File: src/sv/duty_ratio_search_assert.svh
// Assertion macros for the duty ratio search block
`ifndef DUTY_RATIO_SEARCH_ASSERT_SVH
`define DUTY_RATIO_SEARCH_ASSERT_SVH
`ifndef SYNTHESIS
`define DRS_ASSERT_NOW(lbl, ante, cons) \
   lbl: assert property (@(posedge clock) disable iff (reset) (ante) |-> (cons)) \
      else $error("duty ratio search: check failed");
`define DRS_ASSERT_NEXT(lbl, ante, cons) \
   lbl: assert property (@(posedge clock) disable iff (reset) (ante) |=> (cons)) \
      else $error("duty ratio search: check failed");
`else
`define DRS_ASSERT_NOW(lbl, ante, cons)
`define DRS_ASSERT_NEXT(lbl, ante, cons)
`endif
`endif

File: src/sv/drs_pkg.sv
// Shared constants and types for the duty ratio search block
package drs_pkg;
   localparam int FreqBits  = 20;
   localparam int CountBits = 8;
   localparam int ProdBits  = FreqBits + CountBits;
   localparam int CntBits   = $clog2(FreqBits);
   localparam int IdxBits   = $clog2(CountBits);

   localparam logic [0:0] CsrStockKhz  = 1'b0;
   localparam logic [0:0] CsrMaxPeriod = 1'b1;

   localparam logic [FreqBits-1:0]  StockReset  = FreqBits'(200000);
   localparam logic [CountBits-1:0] PeriodReset = {CountBits{1'b1}};

   typedef enum logic [2:0] {
      ST_IDLE,
      ST_MUL1,
      ST_DIV1,
      ST_MUL2,
      ST_DIV2,
      ST_CMP,
      ST_DONE
   } state_type;
endpackage

File: src/sv/duty_ratio_search.sv
// Duty ratio search: bit-serial scan of period lengths for the closest clock
// The result strobe rsp_valid follows the search; a zero stock_khz or max_period skips
// straight to it. busy is high up to and including the strobe.
// A new request is accepted only while idle. Each trial runs two 8-step
// shift-add multiplies, an 8-step and a 20-step restoring division, and a compare.
// Synchronous active-high reset: idle, stock_khz = 200000, max_period = 255.
`include "duty_ratio_search_assert.svh"
module duty_ratio_search (
   input  logic                          clock,
   input  logic                          reset,
   input  logic                          start,
   output logic                          busy,
   input  logic [drs_pkg::FreqBits-1:0]  req_target_khz,
   output logic                          rsp_valid,
   output logic [drs_pkg::FreqBits-1:0]  rsp_achieved_khz,
   output logic [drs_pkg::CountBits-1:0] rsp_on_count,
   output logic [drs_pkg::CountBits-1:0] rsp_off_count,
   input  logic                          csr_we,
   input  logic [0:0]                    csr_index,
   input  logic [drs_pkg::FreqBits-1:0]  csr_wdata
);
   import drs_pkg::*;

   state_type             state_ff, state_in;
   logic [FreqBits-1:0]   stock_ff;
   logic [CountBits-1:0]  period_ff;
   logic [FreqBits-1:0]   tgt_ff, tgt_in;
   logic [CountBits-1:0]  len_ff, len_in;
   logic [CntBits-1:0]    cnt_ff, cnt_in;
   logic [ProdBits-1:0]   acc_ff, acc_in;
   logic [CountBits-1:0]  off_ff, off_in;
   logic [FreqBits-1:0]   best_freq_ff, best_freq_in;
   logic [CountBits-1:0]  best_on_ff, best_on_in;
   logic [CountBits-1:0]  best_off_ff, best_off_in;
   logic [FreqBits-1:0]   best_dist_ff, best_dist_in;

   logic                  accept;
   logic [FreqBits:0]     d1_trial;
   logic [FreqBits:0]     d1_diff;
   logic                  d1_q;
   logic [CountBits:0]    d2_trial;
   logic [CountBits:0]    d2_diff;
   logic                  d2_q;
   logic [FreqBits-1:0]   freq;
   logic [FreqBits-1:0]   cand_dist;

   assign accept = start && (state_ff == ST_IDLE);
   assign busy   = (state_ff != ST_IDLE);

   // register file
   always_ff @(posedge clock) begin
      if (reset) begin
         stock_ff  <= StockReset;
         period_ff <= PeriodReset;
      end else if (csr_we) begin
         unique case (csr_index)
            CsrStockKhz:  stock_ff  <= csr_wdata;
            CsrMaxPeriod: period_ff <= csr_wdata[CountBits-1:0];
            default: ;
         endcase
      end
   end

   // restoring division steps: {rem, numerator bits} shifted one bit a cycle
   assign d1_trial = {acc_ff[ProdBits-1:CountBits], acc_ff[CountBits-1]};
   assign d1_diff  = d1_trial - {1'b0, stock_ff};
   assign d1_q     = (d1_trial >= {1'b0, stock_ff});
   assign d2_trial = {acc_ff[ProdBits-1:FreqBits], acc_ff[FreqBits-1]};
   assign d2_diff  = d2_trial - {1'b0, len_ff};
   assign d2_q     = (d2_trial >= {1'b0, len_ff});

   assign freq      = acc_ff[FreqBits-1:0];
   assign cand_dist = (freq >= tgt_ff) ? (freq - tgt_ff) : (tgt_ff - freq);

   always_comb begin
      state_in     = state_ff;
      tgt_in       = tgt_ff;
      len_in       = len_ff;
      cnt_in       = cnt_ff;
      acc_in       = acc_ff;
      off_in       = off_ff;
      best_freq_in = best_freq_ff;
      best_on_in   = best_on_ff;
      best_off_in  = best_off_ff;
      best_dist_in = best_dist_ff;
      rsp_valid    = 1'b0;
      unique case (state_ff)
         ST_IDLE: begin
            if (start) begin
               tgt_in       = (req_target_khz > stock_ff) ? stock_ff : req_target_khz;
               best_freq_in = stock_ff;
               best_on_in   = '0;
               best_off_in  = CountBits'(1);
               best_dist_in = stock_ff - tgt_in;
               len_in       = period_ff;
               acc_in       = '0;
               cnt_in       = CntBits'(CountBits - 1);
               if ((stock_ff == '0) || (period_ff == '0)) begin
                  state_in = ST_DONE;
               end else begin
                  state_in = ST_MUL1;
               end
            end
         end
         ST_MUL1: begin
            // target * len, multiplier bits MSB first
            acc_in = (acc_ff << 1) +
                     (len_ff[cnt_ff[IdxBits-1:0]] ? ProdBits'(tgt_ff) : '0);
            cnt_in = cnt_ff - 1'b1;
            if (cnt_ff == '0) begin
               cnt_in   = CntBits'(CountBits - 1);
               state_in = ST_DIV1;
            end
         end
         ST_DIV1: begin
            acc_in = {(d1_q ? d1_diff[FreqBits-1:0] : d1_trial[FreqBits-1:0]),
                      acc_ff[CountBits-2:0], d1_q};
            cnt_in = cnt_ff - 1'b1;
            if (cnt_ff == '0) begin
               off_in   = acc_in[CountBits-1:0];
               acc_in   = '0;
               cnt_in   = CntBits'(CountBits - 1);
               state_in = ST_MUL2;
            end
         end
         ST_MUL2: begin
            acc_in = (acc_ff << 1) +
                     (off_ff[cnt_ff[IdxBits-1:0]] ? ProdBits'(stock_ff) : '0);
            cnt_in = cnt_ff - 1'b1;
            if (cnt_ff == '0) begin
               cnt_in   = CntBits'(FreqBits - 1);
               state_in = ST_DIV2;
            end
         end
         ST_DIV2: begin
            // quotient fits FreqBits since off never exceeds len
            acc_in = {(d2_q ? d2_diff[CountBits-1:0] : d2_trial[CountBits-1:0]),
                      acc_ff[FreqBits-2:0], d2_q};
            cnt_in = cnt_ff - 1'b1;
            if (cnt_ff == '0) begin
               state_in = ST_CMP;
            end
         end
         ST_CMP: begin
            // ties go to the shorter length, tried later
            if (cand_dist <= best_dist_ff) begin
               best_freq_in = freq;
               best_on_in   = len_ff - off_ff;
               best_off_in  = off_ff;
               best_dist_in = cand_dist;
            end
            len_in = len_ff - 1'b1;
            acc_in = '0;
            cnt_in = CntBits'(CountBits - 1);
            if (len_ff == CountBits'(1)) begin
               state_in = ST_DONE;
            end else begin
               state_in = ST_MUL1;
            end
         end
         ST_DONE: begin
            rsp_valid = 1'b1;
            state_in  = ST_IDLE;
         end
         default: state_in = ST_IDLE;
      endcase
   end

   always_ff @(posedge clock) begin
      if (reset) begin
         state_ff <= ST_IDLE;
      end else begin
         state_ff <= state_in;
      end
   end

   always_ff @(posedge clock) begin
      tgt_ff       <= tgt_in;
      len_ff       <= len_in;
      cnt_ff       <= cnt_in;
      acc_ff       <= acc_in;
      off_ff       <= off_in;
      best_freq_ff <= best_freq_in;
      best_on_ff   <= best_on_in;
      best_off_ff  <= best_off_in;
      best_dist_ff <= best_dist_in;
   end

   assign rsp_achieved_khz = best_freq_ff;
   assign rsp_on_count     = best_on_ff;
   assign rsp_off_count    = best_off_ff;

   `DRS_ASSERT_NEXT(a_accept_busy, accept, busy)
   `DRS_ASSERT_NEXT(a_rsp_then_idle, rsp_valid, !busy && !rsp_valid)
   `DRS_ASSERT_NEXT(a_cmp_next, state_ff == ST_CMP, state_ff == ST_MUL1 || state_ff == ST_DONE)
   `DRS_ASSERT_NOW(a_rsp_busy, rsp_valid, busy)
endmodule

File: config.mk
export PLATFORM = sky130hd
export DESIGN_NAME = duty_ratio_search
export DESIGN_NICKNAME = d
export VERILOG_FILES = /design/src/sv/drs_pkg.sv /design/src/sv/duty_ratio_search.sv
export VERILOG_INCLUDE_DIRS = /design/src /design/src/sv
export SDC_FILE = /design/constraint.sdc
export NUM_CORES = 1
export LEC_CHECK = 0
export BUFFER_PORTS_ARGS = -buffer_cell sky130_fd_sc_hd__buf_4
export CAP_MARGIN = 20
export CORE_ASPECT_RATIO = 1.25
export CORE_MARGIN = 3
export CORE_UTILIZATION = 54
export DETAILED_ROUTE_END_ITERATION = 6
export GPL_TIMING_DRIVEN = 0
export HOLD_SLACK_MARGIN = 0.05
export PLACE_DENSITY = 0.81
export RECOVER_POWER = 100
export SLEW_MARGIN = 10
export SYNTH_ARGS = -nofsm -noshare
export SYNTH_HDL_FRONTEND = slang
export SYNTH_SLANG_ARGS = --single-unit
File: constraint.sdc
create_clock -name clock -period 9.1 [get_ports clock]
set_input_delay 1.82 -clock clock [delete_from_list [all_inputs] [get_ports clock]]
set_output_delay 1.82 -clock clock [all_outputs]
set_load 0.1 [all_outputs]
[After elaboration in Yosys (flattened, before gate mapping)]
Cells that the tools add are included.
Word-level totals
  flip-flop bits (word level): 156
  output and inout bits: 38
  logic and storage cells: 101
  input port bits: 45
Operators by class
  eq/ne operators: 13
  reduce and logical (&&, ||, !) cells: 19
  bitwise logic cells: 1
  order comparisons: 6
  add/subtract/negate cells: 10
  mux-type cells: 40
Operator list (count)
  20-bit two-way mux: 9
  28-bit case mux with 6 select lines: 1
  20-bit case mux with 2 select lines: 2
  20-bit subtractor: 4
  28-bit by 20-bit adder with 28-bit output: 2
  28-bit two-way mux: 2
  8-bit two-way mux: 6
  8-bit case mux with 2 select lines: 3
  5-bit case mux with 5 select lines: 1
  21-bit by 20-bit greater-or-equal comparator with 1-bit output: 1
  3-bit two-way mux: 7
  20-bit greater-or-equal comparator: 1
  20-bit greater-than comparator: 1
  20-bit less-or-equal comparator: 1
  20-bit zero test: 1
  3-bit case mux with 6 select lines: 1
  8-bit subtractor: 2
  5-bit two-way mux: 3
  2-bit AND reduction: 7
  2-bit != test, second input constant: 6
  3-bit equality test, second input constant: 3
  9-bit by 8-bit greater-or-equal comparator with 1-bit output: 1
  8-bit by 1-bit equality test with 1-bit output, second input constant: 1
  8-bit zero test: 1
  18 further kinds: 22

[Logic depth before layout (Yosys ltp)]
  depth after elaboration: 5
  depth in mapped cells: 21
  mapped depth without buffers: 20

[Worst setup path after synthesis]
Ideal clock, no wire load.
  kind: input to register
  from: input start
  to: register best_dist_ff[0] (enable)
  library setup time: 490 ps
  buffers on the path: 0
  stages: 6
  setup slack: 2165 ps
  data required time: 8610 ps
  arrival: 6445 ps
  cell sequence: nand2_1 > nor3_1 > nor2_1 > nor2_1 > o2111ai_1 > o22ai_1
On the way
  longest elaborated chain between the ends: 2
Ends and longest elaborated chain
  start, declared: RTL line duty_ratio_search.sv:11  | input logic start,
  2-bit != test (no line)
  3-bit AND reduction (no line)
  end signal, assigned: RTL line duty_ratio_search.sv:186  | best_dist_ff <= best_dist_in;
  end, declared: RTL line duty_ratio_search.sv:35  | logic [FreqBits-1:0] best_dist_ff, best_dist_in;
Every way passes these cells.
A chain may end at the register's enable or synchronous reset.

[Worst setup path after layout]
  from: register acc_ff[0]
  to: register best_on_ff[0], in the netlist rsp_on_count[0] (enable)
On the way
  longest elaborated chain between the ends: 5
  elaborated cells between the ends (all ways): 7
  classes of those cells: add/sub (2); order compare (2); eq/ne (1); mux (1); reduce/logical (1)
Ends and longest elaborated chain
  start, declared: RTL line duty_ratio_search.sv:30  | logic [ProdBits-1:0] acc_ff, acc_in;
  start signal, assigned: RTL line duty_ratio_search.sv:181  | acc_ff <= acc_in;
  20-bit subtractor or 20-bit greater-or-equal comparator (tied branches): RTL line duty_ratio_search.sv:73  | assign cand_dist = (freq >= tgt_ff) ? (freq - tgt_ff) : (tgt_ff - freq);
  20-bit two-way mux (*): RTL line duty_ratio_search.sv:73
  20-bit less-or-equal comparator (*): RTL line duty_ratio_search.sv:146  | if (cand_dist <= best_dist_ff) begin
  2-bit != test (no line) (*)
  3-bit AND reduction (no line) (*)
  end signal, assigned: RTL line duty_ratio_search.sv:184  | best_on_ff <= best_on_in;
  end, declared: RTL line duty_ratio_search.sv:33  | logic [CountBits-1:0] best_on_ff, best_on_in;
Every way passes the cells marked *; elsewhere a longest branch is shown, timed or not.

==> metrics <==
peak supply drop=0.221 mV; final core area utilization=0.609; clock tree skew after final layout=~0.01 ns; Tightest Hold Check Type=flip-flop to flip-flop; cell type with the highest aggregate area in the netlist=edfxtp_1; Post-synth EDFFs=125; residual antenna-violating net count after detailed routing=0; maximum number of pins on one net before global-route repair=26; synthesized netlist net count=~1700; Via density=6.28; synthesized instance count=about 1500; Die ar.=roughly 27000 µm²; number of inserted filler cells in the final layout=roughly 2200; Clock Pin Slew Worst Setup and Hold Paths=around 0.060 ns; number of core rows=64; HPWL Detailed=roughly 34000 µm; type of origin of the critical path=flip-flop; antenna violations before repair=0; number of buffers on the longest clock path=2; area added between synthesis and finish=10.7%; Detailed Routing Iterations Pass 1=6; total power divided by cell area=372 nW/µm²; total of endpoints with negative setup slack in the final report=0; arrival time of data at the critical path endpoint=approximately 7.7 ns; number of distinct library cells after synthesis=82; peak fanout along the critical path=25; weighted congestion reported at the end of routability-driven placement=1.00; failing checks=max-capacitance violations, max-slew violations; clk sinks=between 150 and 200; Root Driver=clkbuf_16; critical path launch point=acc_ff[0]$_DFFE_PP_; die extent in y=183 µm; unrepaired setup endpoints after global routing=false; cts-stage hold buffer count=0; number of gates given a new drive strength after cts=0; slowest CP cell=o22ai_1; count of boundary I/O pins=between 80 and 90; routed vias=about 12000; class of the most critical setup path=flip-flop to flip-flop; number of port buffers=a little over 80; effective utilization at floorplan=0.550; overall routing resource usage=0.318; transition time at the pin with the least slew margin=between 2 and 2.5 ns; tightest slew margin relative to the limit=-0.411; kind of capture point of the worst setup path=flip-flop; Critical Path Max Stage Delay=~1.6 ns; number of synthesized register bits=156; horizontal die dimension=148 µm; cts bufs inserted=17; family with the most delay on the worst path=compound AO/OA/AOI/OAI gates; portion of synthesized cell area occupied by the leading cell type=0.277; final wirelength=around 43000 µm; average cell area after synthesis=about 9 µm²; Post-synth ARST share=0; via count of the first global-routing pass=between 10000 and 15000; Max-Cap Viols=2; average wire per standard cell=roughly 22 µm; Final Total Pwr=between 5 and 6 mW; number of H-tree branching levels=4; Netlist Area Pre-Place=between 10000 and 15000 µm²; startpoint of the tightest hold check path=period_ff[6]$_SDFFE_PP1P_; time the final worst path needs with I/O delays and setup=7.57 ns; Buf+Inv Stages, Crit Path=4; number of setup buffers added after CTS=0; required time of the critical path=9.24 ns; ys flop type=edfxtp_1; first-pass GRT wire length=approximately 67000 µm; CTS tree=done; status=finished with violations; Max Transition Viols Final=19; reported leakage power=~6.6 nW; Yosys warnings=0; number of nets in the layout=around 1800; Core Footprint=around 25000 µm²; count of unresolved DRC violations after routing=0; Final period util=0.832; most frequent cells after synthesis=155 x ha_1, 146 x inv_1, 144 x nand2_1; most frequent cell after synthesis=ha_1; detailed router's first-iteration violation count=~1200; slack of the critical path=roughly 1.5 ns; number of inserted diodes=0; post-place setup slack=roughly 1.8 ns; Final Hold Fails=0; post-synthesis sequential area ratio=0.323; cell types occupying the most area after synthesis=edfxtp_1 28%, ha_1 14%, dfxtp_1 4.6%, inv_1 4.1%, nand2_1 4.0%; worst-skew pair later-pin latency=0.44 ns; global route total overflow=0; layout cell share with drive strength beyond 1=0.0753; maximum achievable frequency=132 MHz; critical path cell sequence=inv_1, ha_1, inv_1, fa_1, a21oi_1, o221ai_1, o211ai_1, a31oi_1, nor2_1, clkbuf_1, mux2i_1, nand2_1, xor2_1, ha_1, nand4_1, nor4_1, a21oi_1, o22ai_1, buf_16; startpoint of the worst register-to-register path=acc_ff[0]$_DFFE_PP_
path summary, 6_finish.rpt:
| check | endpoint | slack (ns) | depth (start not counted) |
|---|---|---|---|
| worst max-delay path | rsp_on_count[0]$_SDFFCE_PN0P_ | 1.53 | 19 |
| worst min-delay path | period_ff[6]$_SDFFE_PP1P_ | 0.52 | 1 |
| worst max register to register | rsp_on_count[0]$_SDFFCE_PN0P_ | 1.53 | 19 |
| worst min register to register | period_ff[6]$_SDFFE_PP1P_ | 0.52 | 1 |
final cells by class:
| cell class | count | area, µm² | area share |
|---|---|---|---|
| clock inverters | 13 | 128 | 0.00852 |
| flip-flops and latches | 156 | 4370 | 0.292 |
| repair buffers | 87 | 532 | 0.0355 |
| clock buffers | 19 | 443 | 0.0296 |
| inverters | 147 | 552 | 0.0368 |
| well taps | 330 | 413 | 0.0276 |
| plain buffers | 51 | 210 | 0.0140 |
| multi-input cells | 1147 | 8320 | 0.556 |
sequential cells by signal, indices dropped and copies added, names as in the netlist:
signal and cells:
best_dist_ff 20, rsp_achieved_khz 20, tgt_ff 20, acc_ff 28
state_ff 3, period_ff 8, off_ff 8, rsp_off_count 8
cnt_ff 5, stock_ff 20, len_ff 8, rsp_on_count 8
stage by stage:
| stage | instances | hold WS, ns | setup TNS [ns] | area, µm² |
|---|---|---|---|---|
| global placement | 1913 | 0.469 | -46.03 | 14600 |
| global route | 1950 | 0.528 | 0 | 15000 |
| detailed placement | 1918 | 0.477 | 0 | 14700 |
| finish | 1950 | 0.516 | 0 | 15000 |
| floorplan | 1501 | 0.459 | 0 | 13500 |
| CTS | 1950 | 0.511 | 0 | 15300 |
cells in the final DEF (no fill, tap or decap), types with 19 or more instances in the layout:
cell type  Yosys  routed
ha_1         155     155
inv_1        146     146
nand2_1      144     144
edfxtp_1     125     125
a21oi_1       97      99
o21ai_0       93      94
nor2_1        83      84
clkbuf_1      32      83
xnor2_1       48      48
a21o_1        46      46
buf_4          2      43
xor2_1        36      36
mux2i_1       32      32
dfxtp_1       31      31
nor3_1        29      28
nand3_1       25      25
a22o_1        24      24
a31oi_1       19      21
o21a_1        21      21
nand2b_1      20      20
a211o_1       20      20
and3_1        19      19
kinds of logic after synthesis:
logic type / after synthesis / synth area share
and+or+nand+nor: 403 / 0.143
buffers and inverters: 198 / 0.0571
xor gates and xnor gates: 84 / 0.0544
DFF: 156 / 0.323
adders and majority gates: 162 / 0.154
muxes: 53 / 0.0445
AOI/OAI and AO/OA: 445 / 0.225
per-layer routing:
layer  global-route usage  vias up  wire length [µm]
li1                     -     5719                 -
met1                0.394     5781             16400
met2                0.543      629             20800
met3               0.0435      116              3580
met4                0.161        0              2050
met5                    0        -                 0
where the power goes:
| group | internal (mW) | total (mW) | leakage, nW | switching [mW] |
|---|---|---|---|---|
| sequential | 1.10 | 1.33 | 1.48 | 0.233 |
| clock | 0.390 | 0.712 | 0.277 | 0.322 |
| combinational | 1.21 | 3.52 | 4.86 | 2.31 |
| total | 2.70 | 5.57 | 6.61 | 2.86 |
No activity file was read; power rests on OpenSTA's default activity.
